$ cat config.mk
export PLATFORM = sky130hd
export DESIGN_NAME = sacte_mod_unit
export DESIGN_NICKNAME = d
export VERILOG_FILES = /design/src/design/sacte_pkg.sv /design/src/design/sacte_mod_unit.sv
export VERILOG_INCLUDE_DIRS = /design/src /design/src/design
export SDC_FILE = /design/constraint.sdc
export NUM_CORES = 1
export LEC_CHECK = 0
export BUFFER_PORTS_ARGS = -buffer_cell sky130_fd_sc_hd__buf_2
export CORE_MARGIN = 1
export CORE_UTILIZATION = 35
export CTS_BUF_LIST = sky130_fd_sc_hd__clkbuf_2 sky130_fd_sc_hd__clkbuf_4 sky130_fd_sc_hd__clkbuf_8
export CTS_CLUSTER_SIZE = 30
export DETAILED_ROUTE_END_ITERATION = 16
export PLACE_DENSITY = 0.65
export SETUP_SLACK_MARGIN = 0.3
export SYNTH_ARGS = -nofsm -noshare
export SYNTH_HDL_FRONTEND = slang
export SYNTH_SLANG_ARGS = --single-unit
$ cat constraint.sdc
create_clock -name clk -period 3.5 [get_ports clk]
set_clock_uncertainty 0.05 [all_clocks]
set_input_delay 0.7 -clock clk [delete_from_list [all_inputs] [get_ports clk]]
set_output_delay 0.7 -clock clk [all_outputs]
set_load 0.02 [all_outputs]
$ cat src/design/assert_macros.svh
// Assertion macros shared by the tag engine modules
`ifndef ASSERT_MACROS_SVH
`define ASSERT_MACROS_SVH

// Property checked at every clock edge outside reset
`define SACTE_ASSERT_ON(lbl, prop) \
	lbl: assert property (@(posedge clk) disable iff (!arst_n) prop) \
		else $error("tag engine assertion failed");

// Condition that must hold in the cycle after a trigger
`define SACTE_ASSERT_NEXT(lbl, ante, cons) \
	lbl: assert property (@(posedge clk) disable iff (!arst_n) ante |=> cons) \
		else $error("tag engine assertion failed");

`endif

$ cat src/design/sacte_pkg.sv
// Shared types, constants and helpers of the cache tag engine
`timescale 1ns / 1ps
package sacte_pkg;

	localparam int ADDR_W     = 32;
	localparam int LEN_W      = 13;
	localparam int CYC_W      = 16;
	localparam int STAT_W     = 13;
	localparam int LFSR_W     = 16;
	localparam int DIV_W      = 6;
	localparam int CFG_IDX_W  = 2;
	localparam int CFG_DATA_W = 4;

	localparam logic [CFG_IDX_W-1:0] CFG_OFFSET_BITS = 2'd0;
	localparam logic [CFG_IDX_W-1:0] CFG_INDEX_BITS  = 2'd1;
	localparam logic [CFG_IDX_W-1:0] CFG_WAYS        = 2'd2;
	localparam logic [CFG_IDX_W-1:0] CFG_POLICY      = 2'd3;

	localparam logic CMD_ACCESS     = 1'b0;
	localparam logic CMD_INVALIDATE = 1'b1;
	localparam logic POLICY_RR      = 1'b0;
	localparam logic POLICY_LFSR    = 1'b1;

	localparam logic [LFSR_W-1:0] LFSR_SEED = 16'hACE1;

	typedef enum logic [3:0] {
		ST_CLEAR,
		ST_IDLE,
		ST_READ,
		ST_LOAD,
		ST_WALK,
		ST_RESOLVE,
		ST_MOD,
		ST_WRITE,
		ST_FINISH
	} state_t;

	typedef struct packed {
		logic              start;
		logic [LFSR_W-1:0] dividend;
		logic [DIV_W-1:0]  divisor;
	} mod_req_t;

	typedef struct packed {
		logic             busy;
		logic             done;
		logic [DIV_W-1:0] rem;
	} mod_rsp_t;

	// Right-shifting Fibonacci LFSR, taps 16,14,13,11
	function automatic logic [LFSR_W-1:0] lfsr_next(input logic [LFSR_W-1:0] v);
		logic b;
		b = v[0] ^ v[2] ^ v[3] ^ v[5];
		return {b, v[LFSR_W-1:1]};
	endfunction

endpackage

$ cat src/design/sacte_mod_unit.sv
// Bit-serial remainder unit for victim selection
`timescale 1ns / 1ps
`include "assert_macros.svh"
module sacte_mod_unit (
	input  logic                clk,
	input  logic                arst_n,
	input  sacte_pkg::mod_req_t req,
	output sacte_pkg::mod_rsp_t rsp
);

	localparam int STEP_W = $clog2(sacte_pkg::LFSR_W + 1);

	logic                           busy_q;
	logic                           done_q;
	logic [STEP_W-1:0]              step_q;
	logic [sacte_pkg::LFSR_W-1:0]   x_q;
	logic [sacte_pkg::DIV_W-1:0]    rem_q;
	logic [sacte_pkg::DIV_W-1:0]    div_q;
	logic [sacte_pkg::DIV_W:0]      trial;
	logic [sacte_pkg::DIV_W:0]      diff;

	assign trial = {rem_q, x_q[sacte_pkg::LFSR_W-1]};
	assign diff  = trial - {1'b0, div_q};

	always_ff @(posedge clk or negedge arst_n) begin
		if (!arst_n) begin
			busy_q <= 1'b0;
			done_q <= 1'b0;
			step_q <= '0;
		end else if (req.start) begin
			busy_q <= 1'b1;
			done_q <= 1'b0;
			step_q <= STEP_W'(sacte_pkg::LFSR_W);
		end else begin
			done_q <= busy_q && (step_q == STEP_W'(1));
			if (busy_q) begin
				step_q <= step_q - STEP_W'(1);
				if (step_q == STEP_W'(1)) begin
					busy_q <= 1'b0;
				end
			end
		end
	end

	// restoring remainder, one dividend bit per cycle
	always_ff @(posedge clk) begin
		if (req.start) begin
			x_q   <= req.dividend;
			rem_q <= '0;
			div_q <= req.divisor;
		end else if (busy_q) begin
			x_q   <= {x_q[sacte_pkg::LFSR_W-2:0], 1'b0};
			rem_q <= (trial >= {1'b0, div_q}) ? diff[sacte_pkg::DIV_W-1:0]
			                                   : trial[sacte_pkg::DIV_W-1:0];
		end
	end

	assign rsp.busy = busy_q;
	assign rsp.done = done_q;
	assign rsp.rem  = rem_q;

	`SACTE_ASSERT_ON(a_rem_below_divisor, done_q |-> (rem_q < div_q))
	`SACTE_ASSERT_NEXT(a_start_busy, req.start, busy_q)

endmodule

==> results_dict.tcl, run 1 <==
set metrics [dict create \
    status "complete, no violations" \
    antenna_found_initial 0 \
    first_global_vias 1168 \
    power_uw 1500 \
    ctsHoldBuffers 0 \
    area_delta_synth_final_pct 16.1 \
    postCtsSetupBuffers 0 \
    yosys_warnings 0 \
    synth.distinct_cells 45 \
    fmax_mhz 482 \
    p_per_area_mw_per_mm2 712 \
    fin_crit_ns 2.07 \
    routabilityCongestion 0.759 \
    cp_slowest_stage_delay_ns 0.75 \
    core_mm2 0.00485 \
    p_leak_uw 0.000888 \
    dp_slack_ns 1.30 \
    n_antenna_cell 0 \
    avgViaCountPerCell 4.69 \
    syn_nets 183 \
    via_count 1163 \
    fin_nets 215 \
    cts_sinks 35 \
    cts_resized 0 \
    grt_pass1_wl_um 5110 \
    cp-start-kind "register" \
    finalCritPeriodShare_pct 59.2 \
    die_h_um 74.0 \
    syn-instance-count 148 \
    worst_slack_ns 1.43 \
    synth-edff-count 22 \
    rows 25 \
    worst_pin_slew_ns 0.737 \
    rsz0062_at_grt "no" \
    start_util_pct 37.4 \
    port_buffers 32 \
    cts_tree "built" \
    grt_max_degree 39 \
    synth_area_mm2 0.00181 \
    dpl.hpwl_um 2160 \
    grt_usage_pct 12.7 \
    critical_path_class "reg2out" \
    drc 0 \
    wl_per_cell_um 12.3 \
    h-tree-depth 2 \
    finalSetupViolations 0 \
    ys.flop_type "edfxtp_1" \
    wl_um 3050 \
    hold_class "in2async" \
    finalSetupTns_ns 0 \
    synth-seq-cells 35 \
    firstDrtPassIters 4 \
    cts_buffer_depth 2 \
    cp.arrival_ns 1.32 \
    required_ns 2.75 \
    drv_cap 0 \
    drive_above_1_share_pct 26.5 \
    slowest_stage "dfrtp_1" \
    maxSlewHeadroom_pct 50.9 \
    clk_pin_slew_worst_paths_ns 0.07 \
    crit_fanout 21 \
    drt_iter0_markers 60 \
    cpLargestDelayFamily "flip-flops" \
    io_pins 33 \
    syn_avg_cell_area_um2 12.3 \
    cts_buffers 5 \
    overflow 0 \
    critPathCaptureType "output pin" \
    dieArea_mm2 0.00548 \
    die_x_um 74.0 \
    cts_root_buffer "clkbuf_8" \
    path_cells "buf_2" \
    vdd_drop_max_mv 0.268 \
    drtAntennaViolNets 0 \
    async_reset_ff_share_pct 20.0 \
    drv_slew 0 \
    hold_viol 0 \
    clock_latency_ns 0.29 \
    seq_area_frac_synth_pct 52.7 \
    crit_buf_inv 1 \
]
## state kept, by name, summed over array words and instances, names as in the netlist
| name | count |
|---|---|
| busy_q | 1 |
| div_q | 6 |
| done_q | 1 |
| rem_q | 6 |
| step_q | 5 |
| x_q | 16 |
## synthesized netlist by cell type, types with 2 or more instances
library cell / number / area share, %
xnor2_1: 3 / 1.4
a311oi_1: 3 / 1.4
dfrtp_1: 7 / 9.7
buf_2: 3 / 0.83
nand3_1: 5 / 1.4
buf_4: 2 / 0.83
ha_1: 9 / 6.2
o211ai_1: 4 / 1.7
nor3_1: 2 / 0.55
nor2_1: 12 / 2.5
inv_1: 11 / 2.3
nand2b_1: 5 / 1.7
a21o_1: 2 / 0.83
edfxtp_1: 22 / 36
nand2_1: 4 / 0.83
xor2_1: 3 / 1.4
a21oi_1: 4 / 1.1
mux2_1: 15 / 9.3
dfxtp_1: 6 / 6.6
## kinds of logic (layout without fill, tap and decap cells)
logic type / count (synthesis) / after routing / synth area share, %
muxes: 15 / 15 / 9.31
and+or+nand+nor: 40 / 40 / 12.3
adders and majority gates: 10 / 10 / 7.31
DFF: 35 / 35 / 52.7
xor gates and xnor gates: 6 / 6 / 2.90
buffers and inverters: 18 / 51 / 4.34
AOI/OAI and AO/OA: 24 / 24 / 11.2
## metrics by stage
| step | area, um^2 | hold slack [ns] | util, % | cells |
|---|---|---|---|---|
| floorplan | 1810 | 0.354 | - | 148 |
| finish | 2110 | 0.183 | 43.4 | 248 |
| global placement | 2020 | 0.456 | 41.7 | 240 |
| global route | 2110 | 0.185 | 43.4 | 248 |
| CTS | 2110 | 0.186 | 43.4 | 248 |
| detailed placement | 2020 | 0.463 | 41.7 | 240 |
## power by group
part	leakage, uW	internal (uW)	total (uW)	switching, uW
registers	0.000363	539	616	77.1
clock network	0.0000460	144	286	141
logic	0.000479	257	598	341
## layer usage
layer  share of wire, %  track usage [%]  routed length, um  vias up
met5                  0                0                  0        -
met4                1.2             5.13                 36        0
met3                5.6             4.88                169        5
met2                 45             20.1               1370       31
met1                 48             15.5               1470      527
li1                   -                -                  -      600
## cell usage in the layout (no fill, tap or decap), types with 5 or more instances in the layout
cell | Yosys | final
buf_2 | 3 | 32
edfxtp_1 | 22 | 22
mux2_1 | 15 | 15
nor2_1 | 12 | 12
inv_1 | 11 | 11
ha_1 | 9 | 9
dfrtp_1 | 7 | 7
dfxtp_1 | 6 | 6
nand2b_1 | 5 | 5
nand3_1 | 5 | 5
clkbuf_8 | 0 | 5
## path summary, 6_finish.rpt
kind	slack [ns]	start	to	cells past startpoint
worst max-delay path	1.43	busy_q	rsp[7]	1
worst min-delay path	0.18	arst_n	step_q[1]	1
max in group asynchronous	3.06	arst_n	step_q[3]	1
worst max register to register	1.52	div_q[0]	rem_q[4]	7
min in group clk	0.48	rem_q[4]	rem_q[4]	2
worst min register to register	0.48	rem_q[4]	rem_q[4]	2
## area by class of cell
cell class / instances / area (um^2)
fill: 454 / 2740
multi-input combinational: 95 / 779
inverter: 11 / 41.3
clock inverter: 2 / 8.76
tap: 67 / 83.8
clock buffer: 6 / 76.3
sequential: 35 / 956
timing repair buffer: 32 / 160
Power figures use the tool's default switching activity.
==> inputs of run 2 (changes only) <==
Settings changed: PLACE_DENSITY 0.65 to 0.67.
Clock period 3.5 ns to 1.9 ns, I/O delays scaled along.
==> run 2 against run 1 <==
Effect of this change:
- worst setup slack got worse by 1.3 ns
- sequential power up 85%
- cell area grew 4.3%
- global-route usage increased by 0.89 points
- sequential share of layout area decreased by 1.8 points
- critical path type is now reg2reg
- largest cell class unchanged
==> results_dict.tcl, run 2 (synthesis gave the netlist of run 1 again) <==
set metrics [dict create \
    grt_max_degree 18 \
    p_per_area_mw_per_mm2 1330 \
    drtAntennaViolNets 0 \
    vdd_drop_max_mv 0.403 \
    drt_iter0_markers 54 \
    via_count 1221 \
    clock_latency_ns 0.29 \
    rows 25 \
    n_antenna_cell 0 \
    dieArea_mm2 0.00548 \
    slowest_stage "edfxtp_1" \
    worst_pin_slew_ns 0.387 \
    antenna_found_initial 0 \
    placed_area_mm2 0.00208 \
    cts_tree "built" \
    crit_fanout 4 \
    core_mm2 0.00485 \
    final_cell_mix "buf_2, edfxtp_1, mux2_1" \
    hold_viol 0 \
    reg2reg_depth 6 \
    critPathCaptureType "register" \
    min_path_cells 1 \
    avgViaCountPerCell 4.83 \
    cts_root_buffer "clkbuf_8" \
    grt_pass1_wl_um 5550 \
    wl_per_cell_um 12.9 \
    cp-start-kind "register" \
    firstDrtPassIters 4 \
    drv_slew 0 \
    hold-worst-slack_ns 0.213 \
    regMostFlops "x_q" \
    first_global_vias 1236 \
    grt_usage_pct 13.6 \
    cp_slowest_stage_delay_ns 0.40 \
    fin_nets 220 \
    fin_cells 253 \
    power_uw 2920 \
    fmax_mhz 550 \
    critical_path_class "reg2reg" \
    io_pins 33 \
    cpLargestDelayFamily "compound AO/OA/AOI/OAI gates" \
    stdcell_area_mm2 0.00220 \
    hold_end "div_q[3]" \
    reg2reg_from "div_q[0]" \
    mostFrequentLayoutCell "buf_2" \
    cts_buffer_depth 2 \
    port_buffers 32 \
    wl_um 3280 \
    overflow 0 \
    min-delay-start "req[3]" \
    finalSetupViolations 0 \
    fin_util_pct 45.3 \
    start_util_pct 37.4 \
    postCtsSetupBuffers 0 \
    required_ns 2.03 \
    area_delta_synth_final_pct 21.1 \
    cts_sinks 35 \
    fin_crit_ns 1.82 \
    status "complete, no violations" \
    maxSlewHeadroom_pct 74.2 \
    drive_above_1_share_pct 32.8 \
    finalCritPeriodShare_pct 95.7 \
    rsz0062_at_grt "yes" \
    dpl.hpwl_um 2310 \
    path_cells "ha_1 > or2b_1 > a21oi_4 > o21a_4 > o21ai_1 > o311ai_1" \
    h-tree-depth 2 \
    die_h_um 74.0 \
    drv_cap 0 \
    r2r-end "rem_q[0]" \
    crit_buf_inv 0 \
    cts_buffers 5 \
    drc 0 \
    ff2ff_setup_slack_ns 0.08 \
    top_regs "x_q x16, div_q x6, rem_q x6" \
    cp.arrival_ns 1.95 \
    clk_pin_slew_worst_paths_ns 0.07 \
    routabilityCongestion 0.801 \
    place_inst 244 \
    path_depth 6 \
    p_leak_uw 0.000916 \
    die_x_um 74.0 \
    largest_register_ffs 16 \
    hold_class "in2reg" \
]
[run 2: through the flow]
stage	worst slack, ns	setup TNS (ns)
after global placement	0.161	0
after floorplan	0.200	0
after CTS	0.101	0
final	0.0812	0
after detailed placement	0.118	0
after global routing	-0.0297	-0.0762
[run 2: layer usage]
layer	part of all wire [%]	up-vias	track usage, %
met3	6.4	5	4.47
li1	-	609	-
met4	1.5	0	5.98
met2	47	35	22.0
met1	45	572	16.4
met5	0	-	0
[run 2: where the power goes]
| group | switching [uW] | internal, uW | leakage, uW |
|---|---|---|---|
| logic | 681 | 549 | 0.000504 |
| registers | 145 | 998 | 0.000364 |
| clock network | 266 | 286 | 0.0000491 |
[run 2: timing repair]
item,4_1_cts,5_1_grt
endpoints found under the hold margin,7,0
hold buffers,1,0
setup endpoints to repair,5,6
cloned,0,0
gates resized for setup,0,2
[run 2: cell type report]
| type | count | area (um^2) |
|---|---|---|
| Tap cell | 67 | 83.8 |
| Clock buffer | 7 | 83.8 |
| Sequential cell | 35 | 958 |
| Timing Repair Buffer | 37 | 200 |
| Clock inverter | 1 | 5.00 |
| Multi-Input combinational cell | 95 | 825 |
| Fill cell | 469 | 2650 |
| Inverter | 11 | 41.3 |
[run 2: worst max-delay path by stage]
stage,start,to,slack [ns]
3_3_place_gp,div_q[0],rem_q[4],0.16
2_1_floorplan,div_q[0],rem_q[4],0.20
4_1_cts,div_q[0],rem_q[0],0.10
6_report,div_q[0],rem_q[0],0.08
3_5_place_dp,div_q[0],rem_q[0],0.12
5_1_grt,div_q[0],rem_q[4],-0.03
[run 2: worst register-to-register path: stages, from the launching register on]
cell	delay [ns]
edfxtp_1	0.40
ha_1	0.33
or2b_1	0.27
a21oi_4	0.18
o21a_4	0.16
o21ai_1	0.09
o311ai_1	0.25
==> inputs of run 3 (changes only) <==
Settings changed: CORE_ASPECT_RATIO set to 0.9, GPL_TIMING_DRIVEN set to 0.
==> run 3 against run 2 <==
Effect of this change:
- final cell count grew 1.2%
- fmax fell by 2.0%
- worst setup slack worse by 0.036 ns
- critical path type unchanged
- largest power group unchanged
- highest routed layer unchanged
==> results_dict.tcl, run 3 (synthesis gave the netlist of run 1 again) <==
set metrics [dict create \
    status "complete, no violations" \
    first_global_vias 1245 \
    vdd_drop_max_mv 0.583 \
    wl_per_cell_um 13.4 \
    pwr-share-seq_pct 37.5 \
    critical_path_class "reg2reg" \
    start_util_pct 36.8 \
    fin_crit_ns 1.86 \
    largest_register_ffs 16 \
    die_h_um 70.3 \
    fin_nets 225 \
    cts_sinks 35 \
    stdcell_area_mm2 0.00223 \
    wl_um 3430 \
    routabilityCongestion 0.785 \
    rows 24 \
    cts_root_buffer "clkbuf_8" \
    cp-start-kind "register" \
    drive_above_1_share_pct 34.0 \
    grt_pass1_wl_um 5840 \
    port_buffers 32 \
    h-tree-depth 2 \
    min_path_cells 1 \
    crit_fanout 4 \
    antenna_found_initial 0 \
    dpl.hpwl_um 2460 \
    p_per_area_mw_per_mm2 1360 \
    required_ns 2.03 \
    netSwitchingPower_uw 1100 \
    cts_tree "built" \
    firstDrtPassIters 4 \
    fillCellCount 494 \
    cts_buffer_depth 2 \
    p_clk_share_pct 22.6 \
    fin_util_pct 45.2 \
    fmax_mhz 539 \
    clk_pin_slew_worst_paths_ns 0.08 \
    top_regs "x_q x16, div_q x6, rem_q x6" \
    hold_viol 0 \
    mostFrequentLayoutCell "buf_2" \
    reg2reg_from "div_q[0]" \
    area_delta_synth_final_pct 22.8 \
    internal_power_uw 1940 \
    io_pins 33 \
    regMostFlops "x_q" \
    placed_area_mm2 0.00209 \
    r2r-end "rem_q[2]" \
    maxSlewHeadroom_pct 67.2 \
    drv_cap 0 \
    reg2reg_depth 6 \
    grt_usage_pct 14.1 \
    combPwrFrac_pct 40.0 \
    drt_iter0_markers 56 \
    min-delay-start "req[4]" \
    drtAntennaViolNets 0 \
    grt_max_degree 17 \
    n_antenna_cell 0 \
    drc 0 \
    drv_slew 0 \
    hold_class "in2reg" \
    p_leak_uw 0.000933 \
    worst_pin_slew_ns 0.491 \
    finalSetupViolations 0 \
    cp.arrival_ns 1.99 \
    ff2ff_setup_slack_ns 0.04 \
    via_count 1243 \
    finalCritPeriodShare_pct 97.6 \
    clock_latency_ns 0.29 \
    avgViaCountPerCell 4.86 \
    critPathCaptureType "register" \
    hold_end "div_q[4]" \
    dieArea_mm2 0.00548 \
    overflow 0 \
    hold-worst-slack_ns 0.216 \
    core_mm2 0.00492 \
    rsz0062_at_grt "yes" \
    die_x_um 77.9 \
    final_cell_mix "buf_2, edfxtp_1, mux2_1" \
    switching_share_pct 36.1 \
    cts_buffers 5 \
]
-- run 3: timing repair --
item / 4_1_cts / 5_1_grt
endpoints found under the hold margin: 7 / 0
endpoints found under the setup margin: 22 / 6
resized for setup: 1 / 1
hold buffers: 1 / 0
buffers inserted: 0 / 2
-- run 3: metrics by stage --
step	setup WS [ns]	instances	TNS [ns]	power [uW]
floorplan	0.200	148	0	2050
global placement	-0.0190	245	-0.298	2310
detailed placement	-0.0444	245	-0.706	2340
CTS	0.0404	254	0	3040
global route	-0.0831	256	-0.153	3250
finish	0.0450	256	0	3040
-- run 3: power groups by stage --
stage	registers (uW)	clock network (uW)	logic (uW)
6_report	1140	685	1210
5_1_grt	1160	740	1350
4_1_cts	1140	701	1200
3_5_place_dp	1150	0	1180
3_3_place_gp	1150	0	1160
2_1_floorplan	1190	0	854
-- run 3: layout make-up --
| cell class | count | area, um^2 | area share, % |
|---|---|---|---|
| buffer | 7 | 37.5 | 1.68 |
| clock buffer | 6 | 76.3 | 3.43 |
| clock inverter | 2 | 37.5 | 1.68 |
| inverter | 11 | 41.3 | 1.85 |
| multi-input combinational | 95 | 811 | 36.4 |
| sequential | 35 | 958 | 43.0 |
| tap | 65 | 81.3 | 3.65 |
| timing repair buffer | 35 | 185 | 8.31 |
-- run 3: metal layers --
metal  GRT usage (%)  up-vias  share of wire, %
met3            4.97        7               5.7
met5               0        -                 0
met4            5.56        0               1.4
met2            22.1       32                45
met1            17.6      583                48
li1                -      621                 -
-- run 3: how the worst max path moves through the flow --
stage          depth (start not counted)  slack, ns       end  startpoint
3_5_place_dp                           3      -0.04    x_q[3]     req[22]
4_1_cts                                7       0.04  rem_q[4]    div_q[0]
2_1_floorplan                          7       0.20  rem_q[4]    div_q[0]
3_3_place_gp                           3      -0.02    x_q[9]     req[22]
6_report                               6       0.04  rem_q[2]    div_q[0]
5_1_grt                                6      -0.08  rem_q[2]    div_q[0]
-- run 3: critical path, cell delays in order, from the launching register on --
cell and delay (ns):
edfxtp_1 0.40, ha_1 0.33, or2b_1 0.24, a21oi_2 0.18, o21a_4 0.16, o211ai_1 0.08, a311oi_1 0.29
